**config.mk**
```make
export PLATFORM = sky130hd
export DESIGN_NAME = rgb_contrast_stretch_flat
export DESIGN_NICKNAME = d
export VERILOG_FILES = /design/src/sv/rcs_pkg.sv /design/src/sv/rcs_in_if.sv /design/src/sv/rcs_out_if.sv /design/src/sv/rgb_contrast_stretch.sv /design/src/sv/rcs_div.sv /design/src/flat_wrapper.sv
export SDC_FILE = /design/constraint.sdc
export NUM_CORES = 1
export LEC_CHECK = 0
export BUFFER_PORTS_ARGS = -buffer_cell sky130_fd_sc_hd__buf_4
export CORE_MARGIN = 2
export CORE_UTILIZATION = 45
export CTS_CLUSTER_DIAMETER = 200
export CTS_CLUSTER_SIZE = 40
export DETAILED_ROUTE_END_ITERATION = 10
export SETUP_SLACK_MARGIN = 0.5
export SLEW_MARGIN = 5
export SYNTH_ARGS = -nofsm -noshare
export SYNTH_HDL_FRONTEND = slang
export SYNTH_HIERARCHICAL = 1
export SYNTH_SLANG_ARGS = --single-unit
```
**constraint.sdc**
```tcl
create_clock -name clk -period 9.9 [get_ports clk]
set_input_delay 1.98 -clock clk [delete_from_list [all_inputs] [get_ports clk]]
set_output_delay 1.98 -clock clk [all_outputs]
set_load 0.005 [all_outputs]
```
**src/sv/rcs_pkg.sv**
```systemverilog
// ---------------------------------------------------------------------------
// rcs_pkg
// shared types and codes of the rgb contrast stretch block
// ---------------------------------------------------------------------------
`default_nettype none

package rcs_pkg;

  localparam int unsigned NUM_CHAN = 3;

  localparam logic OP_MEASURE = 1'b0;
  localparam logic OP_STRETCH = 1'b1;

  typedef enum logic [1:0] {
    RES_ZERO,
    RES_MAX,
    RES_DIV
  } res_kind_t;

  typedef struct packed {
    logic load;
    logic step;
  } div_ctl_t;

endpackage

`default_nettype wire

```
**src/sv/rcs_in_if.sv**
```systemverilog
// ---------------------------------------------------------------------------
// rcs_in_if
// pixel input channel: valid/ready handshake with opcode and rgb payload
// ---------------------------------------------------------------------------
`default_nettype none

interface rcs_in_if #(
  parameter int W = 8
) ();
  logic         valid;
  logic         ready;
  logic         opcode;
  logic         start_frame;
  logic [W-1:0] red_in;
  logic [W-1:0] green_in;
  logic [W-1:0] blue_in;

  modport source (
    output valid, opcode, start_frame, red_in, green_in, blue_in,
    input  ready
  );

  modport sink (
    input  valid, opcode, start_frame, red_in, green_in, blue_in,
    output ready
  );
endinterface

`default_nettype wire

```
**src/sv/rcs_out_if.sv**
```systemverilog
// ---------------------------------------------------------------------------
// rcs_out_if
// stretched pixel output channel: valid/ready handshake with rgb payload
// ---------------------------------------------------------------------------
`default_nettype none

interface rcs_out_if #(
  parameter int W = 8
) ();
  logic         valid;
  logic         ready;
  logic [W-1:0] red_out;
  logic [W-1:0] green_out;
  logic [W-1:0] blue_out;

  modport source (
    output valid, red_out, green_out, blue_out,
    input  ready
  );

  modport sink (
    input  valid, red_out, green_out, blue_out,
    output ready
  );
endinterface

`default_nettype wire

```
**src/sv/rgb_contrast_stretch.sv**
```systemverilog
// ---------------------------------------------------------------------------
// rgb_contrast_stretch
// per-channel min/max contrast stretch, measure pass and stretch pass
// ---------------------------------------------------------------------------
//   channel   dir  handshake      payload
//   in_beat   in   valid/ready    opcode, start_frame, red_in, green_in, blue_in
//   out_beat  out  valid/ready    red_out, green_out, blue_out
//
// a measure beat leaves the block ready; measure beats can follow back to back
// a stretch beat keeps the block busy until its result moves on: the three
//   restoring dividers produce one quotient bit per cycle each
// reset clears the bounds at once (low to all ones, high to zero)
// a result not yet taken holds the block in its finish cycle; once it moves to
//   the output register the next beat is taken while that result still waits
// ---------------------------------------------------------------------------
`default_nettype none

module rgb_contrast_stretch
  import rcs_pkg::*;
#(
  parameter int COMPONENT_BITS = 8
) (
  input  wire logic clk,
  input  wire logic rst_n,
  rcs_in_if.sink    in_beat,
  rcs_out_if.source out_beat
);

  localparam int N  = COMPONENT_BITS;
  localparam int CW = $clog2(COMPONENT_BITS);
  localparam logic [N-1:0]  MAXV     = '1;
  localparam logic [CW-1:0] CNT_LAST = CW'(COMPONENT_BITS - 1);

  typedef enum logic [1:0] {
    S_IDLE,
    S_RUN,
    S_DONE
  } state_t;

  state_t        state_r, state_nxt;
  logic [CW-1:0] cnt_r, cnt_nxt;
  logic          out_valid_r, out_valid_nxt;

  logic [N-1:0]  lo_r    [NUM_CHAN];
  logic [N-1:0]  hi_r    [NUM_CHAN];
  logic [N-1:0]  lo_nxt  [NUM_CHAN];
  logic [N-1:0]  hi_nxt  [NUM_CHAN];
  logic [N-1:0]  pix     [NUM_CHAN];
  res_kind_t     kind_r  [NUM_CHAN];
  res_kind_t     kind_ld [NUM_CHAN];
  logic [N-1:0]  num_hi  [NUM_CHAN];
  logic [N-1:0]  num_lo  [NUM_CHAN];
  logic [N-1:0]  dvsr    [NUM_CHAN];
  logic [N-1:0]  quot    [NUM_CHAN];
  logic [N-1:0]  res     [NUM_CHAN];
  logic [N-1:0]  res_r   [NUM_CHAN];

  div_ctl_t      div_ctl;
  logic          in_acc;
  logic          measure_acc;
  logic          stretch_acc;
  logic          out_free;

  assign pix[0] = in_beat.red_in;
  assign pix[1] = in_beat.green_in;
  assign pix[2] = in_beat.blue_in;

  assign in_beat.ready = (state_r == S_IDLE);
  assign in_acc        = in_beat.valid && in_beat.ready;
  assign measure_acc   = in_acc && (in_beat.opcode == OP_MEASURE);
  assign stretch_acc   = in_acc && (in_beat.opcode == OP_STRETCH);
  assign out_free      = !out_valid_r || out_beat.ready;

  assign div_ctl.load = stretch_acc;
  assign div_ctl.step = (state_r == S_RUN);

  for (genvar c = 0; c < NUM_CHAN; c++) begin : g_chan
    logic [N-1:0]   lo_base;
    logic [N-1:0]   hi_base;
    logic [N-1:0]   diff;
    logic [2*N-1:0] num;

    // bounds update for a measure beat
    assign lo_base   = in_beat.start_frame ? MAXV : lo_r[c];
    assign hi_base   = in_beat.start_frame ? '0 : hi_r[c];
    assign lo_nxt[c] = measure_acc ? ((pix[c] < lo_base) ? pix[c] : lo_base) : lo_r[c];
    assign hi_nxt[c] = measure_acc ? ((pix[c] > hi_base) ? pix[c] : hi_base) : hi_r[c];

    // (v - low) * MAXV as a shift and subtract
    assign diff      = pix[c] - lo_r[c];
    assign num       = {diff, {N{1'b0}}} - {{N{1'b0}}, diff};
    assign num_hi[c] = num[2*N-1:N];
    assign num_lo[c] = num[N-1:0];
    assign dvsr[c]   = hi_r[c] - lo_r[c];

    always_comb begin
      if (hi_r[c] <= lo_r[c]) begin
        kind_ld[c] = RES_ZERO;
      end else if (pix[c] <= lo_r[c]) begin
        kind_ld[c] = RES_ZERO;
      end else if (pix[c] >= hi_r[c]) begin
        kind_ld[c] = RES_MAX;
      end else begin
        kind_ld[c] = RES_DIV;
      end
    end

    always_comb begin
      case (kind_r[c])
        RES_DIV: res[c] = quot[c];
        RES_MAX: res[c] = MAXV;
        default: res[c] = '0;
      endcase
    end

    rcs_div #(
      .W (N)
    ) u_div (
      .clk      (clk),
      .ctl      (div_ctl),
      .num_hi   (num_hi[c]),
      .num_lo   (num_lo[c]),
      .divisor  (dvsr[c]),
      .quotient (quot[c])
    );

    always_ff @(posedge clk) begin
      if (!rst_n) begin
        lo_r[c] <= MAXV;
        hi_r[c] <= '0;
      end else begin
        lo_r[c] <= lo_nxt[c];
        hi_r[c] <= hi_nxt[c];
      end
      if (stretch_acc) begin
        kind_r[c] <= kind_ld[c];
      end
      if ((state_r == S_DONE) && out_free) begin
        res_r[c] <= res[c];
      end
    end
  end

  always_comb begin
    state_nxt     = state_r;
    cnt_nxt       = cnt_r;
    out_valid_nxt = out_valid_r && !out_beat.ready;
    unique case (state_r)
      S_IDLE: begin
        if (stretch_acc) begin
          state_nxt = S_RUN;
          cnt_nxt   = CNT_LAST;
        end
      end
      S_RUN: begin
        cnt_nxt = cnt_r - 1'b1;
        if (cnt_r == '0) begin
          state_nxt = S_DONE;
        end
      end
      S_DONE: begin
        if (out_free) begin
          state_nxt     = S_IDLE;
          out_valid_nxt = 1'b1;
        end
      end
      default: begin
        state_nxt = S_IDLE;
      end
    endcase
  end

  always_ff @(posedge clk) begin
    if (!rst_n) begin
      state_r     <= S_IDLE;
      cnt_r       <= '0;
      out_valid_r <= 1'b0;
    end else begin
      state_r     <= state_nxt;
      cnt_r       <= cnt_nxt;
      out_valid_r <= out_valid_nxt;
    end
  end

  assign out_beat.valid     = out_valid_r;
  assign out_beat.red_out   = res_r[0];
  assign out_beat.green_out = res_r[1];
  assign out_beat.blue_out  = res_r[2];

`ifndef SYNTHESIS
  a_stretch_starts_run: assert property (@(posedge clk) disable iff (!rst_n)
    stretch_acc |=> (state_r == S_RUN) && (cnt_r == CNT_LAST))
    else $error("stretch beat did not start the divider run");

  a_bounds_ordered: assert property (@(posedge clk) disable iff (!rst_n)
    measure_acc |=> (lo_r[0] <= hi_r[0]) && (lo_r[1] <= hi_r[1]) && (lo_r[2] <= hi_r[2]))
    else $error("bounds out of order after a measure beat");

  a_bounds_hold_busy: assert property (@(posedge clk) disable iff (!rst_n)
    (state_r != S_IDLE) |=> $stable(lo_r[0]) && $stable(hi_r[0]) && $stable(lo_r[1])
      && $stable(hi_r[1]) && $stable(lo_r[2]) && $stable(hi_r[2]))
    else $error("bounds changed during a stretch");

  a_result_from_done: assert property (@(posedge clk) disable iff (!rst_n)
    (out_valid_r && !$past(out_valid_r && !out_beat.ready)) |-> ($past(state_r) == S_DONE))
    else $error("result appeared without a finished division");
`endif

endmodule

`default_nettype wire

```
**src/sv/rcs_div.sv**
```systemverilog
// ---------------------------------------------------------------------------
// rcs_div
// restoring divider, one quotient bit per step; quotient must fit in W bits
// ---------------------------------------------------------------------------
`default_nettype none

module rcs_div
  import rcs_pkg::*;
#(
  parameter int W = 8
) (
  input  wire logic         clk,
  input  wire div_ctl_t     ctl,
  input  wire logic [W-1:0] num_hi,
  input  wire logic [W-1:0] num_lo,
  input  wire logic [W-1:0] divisor,
  output logic      [W-1:0] quotient
);

  logic [W-1:0] rem_r, rem_nxt;
  logic [W-1:0] low_r, low_nxt;
  logic [W-1:0] div_r;
  logic [W:0]   trial;
  logic [W:0]   trial_sub;
  logic         fits;

  assign trial     = {rem_r, low_r[W-1]};
  assign trial_sub = trial - {1'b0, div_r};
  assign fits      = (trial >= {1'b0, div_r});

  always_comb begin
    rem_nxt = rem_r;
    low_nxt = low_r;
    if (ctl.load) begin
      rem_nxt = num_hi;
      low_nxt = num_lo;
    end else if (ctl.step) begin
      rem_nxt = fits ? trial_sub[W-1:0] : trial[W-1:0];
      low_nxt = {low_r[W-2:0], fits};
    end
  end

  always_ff @(posedge clk) begin
    rem_r <= rem_nxt;
    low_r <= low_nxt;
    if (ctl.load) begin
      div_r <= divisor;
    end
  end

  assign quotient = low_r;

endmodule

`default_nettype wire

```
**src/flat_wrapper.sv**
```systemverilog
// flat-port wrapper written by rule: the top's interface ports become plain ports
module rgb_contrast_stretch_flat import rcs_pkg::*;
#(
  parameter int COMPONENT_BITS = 8
)
  (clk, rst_n, in_beat_valid, in_beat_opcode, in_beat_start_frame, in_beat_red_in, in_beat_green_in, in_beat_blue_in, in_beat_ready, out_beat_valid, out_beat_red_out, out_beat_green_out, out_beat_blue_out, out_beat_ready);
  rcs_in_if #(.W(8)) in_beat_i ();
  rcs_out_if #(.W(8)) out_beat_i ();
  input  wire logic clk;
  input  wire logic rst_n;
  input wire logic [$bits(in_beat_i.valid)-1:0] in_beat_valid;
  input wire logic [$bits(in_beat_i.opcode)-1:0] in_beat_opcode;
  input wire logic [$bits(in_beat_i.start_frame)-1:0] in_beat_start_frame;
  input wire logic [$bits(in_beat_i.red_in)-1:0] in_beat_red_in;
  input wire logic [$bits(in_beat_i.green_in)-1:0] in_beat_green_in;
  input wire logic [$bits(in_beat_i.blue_in)-1:0] in_beat_blue_in;
  output wire logic [$bits(in_beat_i.ready)-1:0] in_beat_ready;
  output wire logic [$bits(out_beat_i.valid)-1:0] out_beat_valid;
  output wire logic [$bits(out_beat_i.red_out)-1:0] out_beat_red_out;
  output wire logic [$bits(out_beat_i.green_out)-1:0] out_beat_green_out;
  output wire logic [$bits(out_beat_i.blue_out)-1:0] out_beat_blue_out;
  input wire logic [$bits(out_beat_i.ready)-1:0] out_beat_ready;
  assign in_beat_i.valid = in_beat_valid;
  assign in_beat_i.opcode = in_beat_opcode;
  assign in_beat_i.start_frame = in_beat_start_frame;
  assign in_beat_i.red_in = in_beat_red_in;
  assign in_beat_i.green_in = in_beat_green_in;
  assign in_beat_i.blue_in = in_beat_blue_in;
  assign in_beat_ready = in_beat_i.ready;
  assign out_beat_valid = out_beat_i.valid;
  assign out_beat_red_out = out_beat_i.red_out;
  assign out_beat_green_out = out_beat_i.green_out;
  assign out_beat_blue_out = out_beat_i.blue_out;
  assign out_beat_i.ready = out_beat_ready;
  rgb_contrast_stretch #(.COMPONENT_BITS(COMPONENT_BITS)) u_core (.clk(clk), .rst_n(rst_n), .in_beat(in_beat_i), .out_beat(out_beat_i));
endmodule
```
* After elaboration in Yosys (flattened, before gate mapping)
Memories as Yosys holds them, arrays and structs flattened.
Cells that the tools add are included.
** Storage, ports and cells
- Register bits after elaboration :: 78
- Bits in writable memories :: 78
- Bits of input ports :: 30
- Output and inout bits :: 26
- Memories kept :: 4
** Memories
- u_core.hi_r :: depth 3, bits a word 8, rd ports 3, clocked after Yosys merged registers in 0, wr ports 3, line rgb_contrast_stretch.sv:45 : logic [N-1:0] hi_r [NUM_CHAN];
- u_core.lo_r :: depth 3, bits a word 8, rd ports 3, clocked after Yosys merged registers in 0, wr ports 3, line rgb_contrast_stretch.sv:44 : logic [N-1:0] lo_r [NUM_CHAN];
- u_core.res_r :: depth 3, bits a word 8, rd ports 3, clocked after Yosys merged registers in 0, wr ports 3, line rgb_contrast_stretch.sv:56 : logic [N-1:0] res_r [NUM_CHAN];
- u_core.kind_r :: depth 3, bits a word 2, rd ports 3, clocked after Yosys merged registers in 0, wr ports 3, line rgb_contrast_stretch.sv:49 : res_kind_t kind_r [NUM_CHAN];
** Cells by class
- Add/subtract/negate cells :: 13
- $lt $le $gt $ge :: 18
- Equality and inequality tests :: 11
- Mux-type cells :: 65
- Bitwise logic cells :: 7
- Reduce and logical (&&, ||, !) cells :: 14
** Operator list (count)
- 8-bit 2-to-1 mux :: 39
- 8-bit subtractor :: 9
- 8-bit less-or-equal comparator :: 6
- 8-bit case mux with 2 select lines :: 3
- 16-bit by 8-bit subtractor with 16-bit output :: 3
- 9-bit by 8-bit >= comparator with 1-bit output :: 3
- 8-bit >= comparator :: 3
- 8-bit > comparator :: 3
- 8-bit less-than comparator :: 3
- 2-bit 2-to-1 mux :: 12
- 2-bit by 1-bit equality test with 1-bit output, second input constant :: 4
- 2-bit equality test, second input constant :: 4
- 1-bit 2-to-1 mux :: 8
- 1-bit OR :: 6
- 2-bit case mux with 3 select lines :: 1
- 3-bit case mux with 2 select lines :: 1
- 1-bit logical AND :: 5
- 2-bit inequality test, second input constant :: 2
- 2-bit nonzero test :: 2
- 3-bit zero test :: 1
- 3-bit 2-to-1 mux :: 1
- 3-bit AND reduction :: 1
- 3-bit by 1-bit subtractor with 3-bit output, second input constant :: 1
- 1-bit zero test :: 2
- 5 further kinds :: 5

* Depth between registers and ports, before layout
- Word-level depth :: 5
- Gate-level depth with buffers :: 14
- Mapped depth without buffers :: 14

* Cells and area by module
The synthesis kept the hierarchy.
** Modules (own cells, without submodules)
- rgb_contrast_stretch :: instances 1, cells an instance 929, area each 7870.0 um2, seq. area each 1981.9 um2
- rcs_div at u_core.g_chan[0].u_div ... :: instances 2, cells an instance 119, area each 1425.1 um2, seq. area each 720.7 um2
- rcs_div at u_core.g_chan[2].u_div :: instances 1, cells an instance 131, area each 1472.7 um2, seq. area each 720.7 um2

* Least setup slack after synthesis
No wires, ideal clock.
- Kind :: input to register
- Start point :: input in_beat_red_in[0]
- End point :: register u_core.g_chan[0].u_div.rem_r[2], data pin
- Setup time :: 260 ps
- Arrival time :: 4242 ps
- Data required time :: 9640 ps
- Slack :: 5398 ps
- Cell stages on the path :: 12
- Path buffers :: 0
- Cell sequence :: inv_1 ha_1 inv_1 fa_1 a211o_1 a2111o_1 o211ai_2 o21ai_2 nor4_2 and2_4 nor2_1 mux2_2
** On the way
- Longest elaborated chain between the ends :: 3
** RTL lines
- start: declaration :: line flat_wrapper.sv:14 : input wire logic [$bits(in_beat_i.red_in)-1:0] in_beat_red_in;
- 8-bit subtractor :: line rgb_contrast_stretch.sv:90 : assign diff = pix[c] - lo_r[c];
- 16-bit by 8-bit subtractor with 16-bit output :: line rgb_contrast_stretch.sv:91 : assign num = {diff, {N{1'b0}}} - {{N{1'b0}}, diff};
- net u_core.g_chan[0].num[10] :: line rgb_contrast_stretch.sv:81 : logic [2*N-1:0] num;
- 8-bit 2-to-1 mux :: line rcs_div.sv:34 : if (ctl.load) begin
- net u_core.g_chan[0].u_div.rem_nxt[2] :: line rcs_div.sv:20 : logic [W-1:0] rem_r, rem_nxt;
- end signal: assignment :: line rcs_div.sv:44 : rem_r <= rem_nxt;
- end: declaration :: line rcs_div.sv:20
The timed path passes the listed nets, and every way through them passes these cells.
A chain may end at the register's enable or synchronous reset.

* Final worst setup path
- Start point :: input in_beat_red_in[0]
- End point :: register u_core.g_chan[0].u_div.rem_r[1], data pin
The elaborated chain is that of the path after synthesis.

==> results.md <==
- Hold Slack: 0.518 ns
- Clock power frac: 31.2%
- Htree depth: 4
- Post CTS Setup Buffer Count: 0
- Root Driver: sky130_fd_sc_hd__clkbuf_16
- Cell seen most often among critical-path stages: sky130_fd_sc_hd__inv_1
- Clock latency reported for the late side of the worst-skew pair: 0.44 ns
- Post-detailed-route wirelength per cell: 16.0 um
- Sort of element at the end of the critical path: flip-flop
- Leakage power summed over all cells: 5.93 nW
- Yosys warnings: 6
- Total routing usage reported by global routing: between 10% and 20%
- Number of max-cap violations: 0
- Transition time of the tightest slew-check pin: 0.919 ns
- Ordered cell list for the critical path: buf_4, inv_1, ha_1, inv_1, fa_1, a21o_2, a211oi_1, a21oi_1, or3_4, nor3b_1, o21ai_0, mux2_2
- Synth unique cells: 83
- Slowest cell on the critical path: sky130_fd_sc_hd__fa_1
- Switching component of the power: 0.000682 W
- Fmax: 0.227 GHz
- Shortest clock period the worst path allows after layout: 4.40 ns
- Period Utilization, post-route: 44.5%
- Most used flip-flop cell after synthesis: sky130_fd_sc_hd__edfxtp_1
- Final hold vios: 0
- Global route total overflow: 0
- I/O Pins: 56
- Critical register-to-register path endpoint: u_core/g_chan[0].u_div/rem_r[1]
- Skew final: 0.0177 ns
- Post-synth top area share: 25.1%
- Count of nets left with antenna violations after detail routing: 0
- Final setup viols: 0
- Largest net degree at the start of global routing: 64
- Cell area after placement: 12900 sq um
- Filler cell count: 2498
- Routed wl met2: 13000 um
- Antenna violations before repair: 0
- Max VDD drop: 0.0727 mV
- Clock transition at the registers of the reported paths: 0.07 ns
- Post-Syn Area: approximately 12000 sq um
- Slowest cell delay on critical path: 0.41 ns
- Horizontal extent of the die: 169 um
- Die footprint: roughly 28000 sq um
- Endpoint of the worst hold path: u_core/cnt_r[1]
- Number of buffers inserted by port buffering: 55
- DPL Wire Length: 20900 um
- Iteration count of the initial detailed-routing pass: 6
- Cell type with the largest total area after synthesis: sky130_fd_sc_hd__edfxtp_1
- Data arrival time of the critical path: 4.59 ns
- Floorplan row count: 60
- Internal Power: 0.00139 W
- Syn_nets: 1493
- Core Footprint: 26800 sq um
- Routed vias/inst: 5.39
- Gpl congestion: around 0.8
- Worst Hold Path Cells: 1
- Topmost layer with routed signal wires: met4
- Max-slew violation total from the final report: 0
- Clock Path Buffers: 2
- Path type of the worst setup path: in2reg
- Initial standard-cell utilization of the core: between 40 and 50%
- Wire length of the first global-routing pass: 45100 um
- Final #Nets: between 1500 and 2000
- Number of buffers created by CTS: 17
- Sink Count: 156
- Number of vias in the routed layout: ~9100
- Final total negative setup slack: 0 ns
- Final Instance Area: 13500 sq um
- Proportion of power drawn by flip-flops and latches: 39.1%
- HP Class: reg2reg
- Part of the Yosys area used for sequential elements: 34.0%
- Die Y: 169 um
- Fraction of power spent switching nets: 33.0%
- Power density over the cells: 154 nW/um^2
- Hold Startpoint: u_core/cnt_r[1]
- Ys async rst share: 0%
- Vias in the first global route: around 9000
- Number of storage elements in the synthesis netlist: about 160
- Number of standard cells after synthesis: 1298
- Initial DRC count: 412
- Share of final-layout standard cells stronger than drive strength 1: 11.2%
- Final Non-Filler Cells: between 1500 and 2000
- Cells taking the most area after synthesis: sky130_fd_sc_hd__edfxtp_1, sky130_fd_sc_hd__ha_1, sky130_fd_sc_hd__dfxtp_1, sky130_fd_sc_hd__nor2_1, sky130_fd_sc_hd__inv_1
- Setup repair after global routing missed its margin: false
- Final wirelength: 27000 um
- Maximum fanout along the worst path: 4
- Placed cells: approximately 1700
- Number of synthesized flops with an enable pin: 102
- Worst r2r path cells: 10
- Gates resized, CTS repair: 0
- Startpoint of the worst-slack reg-to-reg timing path: u_core/lo_r[0][0]
- Result of the run: finished clean
- Required arrival time at the worst endpoint: a little over 10 ns
- Startpoint types: input pin
- Number of antenna diodes: 0
- Post-CTS Hold Fix Bufs: 0
- Relative area change from synthesis to final layout: 10.3%
- Remaining DRCs: 0
- Metal1 wirelength: 13000 um
- Syn_area_per_cell: 9.39 sq um
- Clock tree from TritonCTS: built
- Gate power share: 29.8%
- Relative slew margins: 38.6%
- Reg-to-reg setup timing slack: 6.88 ns
- Met3 Routed Length: roughly 740 um
==> layout make-up <==
type | instances | area, sq um | share of cell area, %
timing repair buffer | 57 | 428 | 3.18
multi-input combinational | 985 | 7450 | 55.3
inverter | 116 | 435 | 3.24
sequential | 156 | 4140 | 30.8
tap | 341 | 427 | 3.17
clock buffer | 18 | 450 | 3.35
clock inverter | 14 | 124 | 0.921
==> state kept, by name, summed over array words and instances (netlist names) <==
signal / cells
u_core/lo_r: 24
u_core/state_r: 2
u_core/g_chan.u_div/rem_r: 24
u_core/kind_r: 6
u_core/g_chan.u_div/div_r: 24
u_core/res_r: 24
u_core/hi_r: 24
u_core/g_chan.u_div/quotient: 24
u_core/cnt_r: 3
u_core/out_beat.valid: 1
==> worst max-delay path: cells and delay by family <==
kind,cells,cell delay (ns)
and+or+nand+nor,2,0.75
AOI/OAI and AO/OA,4,0.69
adders and majority gates,2,0.60
buffers and inverters,3,0.31
muxes,1,0.26
==> layer usage <==
metal / vias to the layer above / global-route usage, %
li1: 4722 / -
met1: 4252 / 26.4
met2: 111 / 33.9
met3: 14 / 2.92
met4: 0 / 4.01
met5: - / 0
==> power groups by stage <==
stage          logic [W]  clock network, W  registers [W]
6_report        0.000616          0.000645       0.000808
5_1_grt         0.000696          0.000688       0.000815
4_1_cts         0.000618          0.000662       0.000808
3_5_place_dp    0.000613                 0       0.000822
3_3_place_gp    0.000607                 0       0.000821
2_1_floorplan   0.000478                 0       0.000809
==> stage by stage <==
stage	worst slack [ns]	util (%)	total power (W)
2_1_floorplan	5.40	-	0.00129
3_3_place_gp	5.08	48.1	0.00143
3_5_place_dp	5.05	48.1	0.00144
4_1_cts	5.50	50.2	0.00209
5_1_grt	5.26	50.2	0.00220
6_report	5.50	50.2	0.00207
==> kinds of logic (layout without fill, tap and decap cells) <==
| family | count (synthesis) | after routing | share of synthesized area, % |
|---|---|---|---|
| and+or+nand+nor | 408 | 408 | 17.3 |
| AOI/OAI and AO/OA | 291 | 291 | 16.4 |
| adders and majority gates | 165 | 165 | 17.5 |
| buffers and inverters | 157 | 205 | 5.01 |
| DFF | 156 | 156 | 34.0 |
| muxes | 65 | 65 | 5.68 |
| xor gates and xnor gates | 56 | 56 | 4.08 |
==> cell usage after synthesis, types with 6 or more instances <==
cell type,number
sky130_fd_sc_hd__nand2_1,46
sky130_fd_sc_hd__or2_2,9
sky130_fd_sc_hd__edfxtp_1,102
sky130_fd_sc_hd__xor2_1,24
sky130_fd_sc_hd__o31a_1,6
sky130_fd_sc_hd__nand2b_1,43
sky130_fd_sc_hd__nand3_1,21
sky130_fd_sc_hd__o21a_1,16
sky130_fd_sc_hd__mux2i_1,31
sky130_fd_sc_hd__o21ai_1,8
sky130_fd_sc_hd__clkbuf_1,30
sky130_fd_sc_hd__mux2_1,6
sky130_fd_sc_hd__a22o_1,24
sky130_fd_sc_hd__a21o_1,28
sky130_fd_sc_hd__mux2_2,28
sky130_fd_sc_hd__nor2_1,138
sky130_fd_sc_hd__a31oi_1,7
sky130_fd_sc_hd__nand4_1,12
sky130_fd_sc_hd__fa_1,9
sky130_fd_sc_hd__ha_1,156
sky130_fd_sc_hd__nor3_1,24
sky130_fd_sc_hd__inv_1,116
sky130_fd_sc_hd__xnor2_1,31
sky130_fd_sc_hd__nor2b_1,61
sky130_fd_sc_hd__a211o_1,6
sky130_fd_sc_hd__a211oi_1,10
sky130_fd_sc_hd__a21oi_1,72
sky130_fd_sc_hd__or3_1,7
sky130_fd_sc_hd__and3_1,11
sky130_fd_sc_hd__dfxtp_1,54
sky130_fd_sc_hd__o21ai_0,54
==> cell usage in the layout (no fill, tap or decap), types with 46 or more instances in the layout <==
cell                         n
sky130_fd_sc_hd__dfxtp_1    54
sky130_fd_sc_hd__edfxtp_1  102
sky130_fd_sc_hd__buf_4      57
sky130_fd_sc_hd__nor2_1    138
sky130_fd_sc_hd__a21oi_1    72
sky130_fd_sc_hd__o21ai_0    54
sky130_fd_sc_hd__nor2b_1    60
sky130_fd_sc_hd__inv_1     116
sky130_fd_sc_hd__nand2_1    46
sky130_fd_sc_hd__ha_1      156
==> worst max path at each step <==
stage / startpoint / end / cells after the start
after global placement: in_beat_red_in[0] / u_core/g_chan[0].u_div/rem_r[1] / 12
after global routing: in_beat_blue_in[0] / u_core/g_chan[2].u_div/quotient[7] / 12
after floorplan: in_beat_red_in[0] / u_core/g_chan[0].u_div/rem_r[2] / 12
final: in_beat_red_in[0] / u_core/g_chan[0].u_div/rem_r[1] / 12
after CTS: in_beat_red_in[0] / u_core/g_chan[0].u_div/rem_r[1] / 12
after detailed placement: in_beat_red_in[0] / u_core/g_chan[0].u_div/rem_r[1] / 12
No activity file was read; power rests on OpenSTA's default activity.
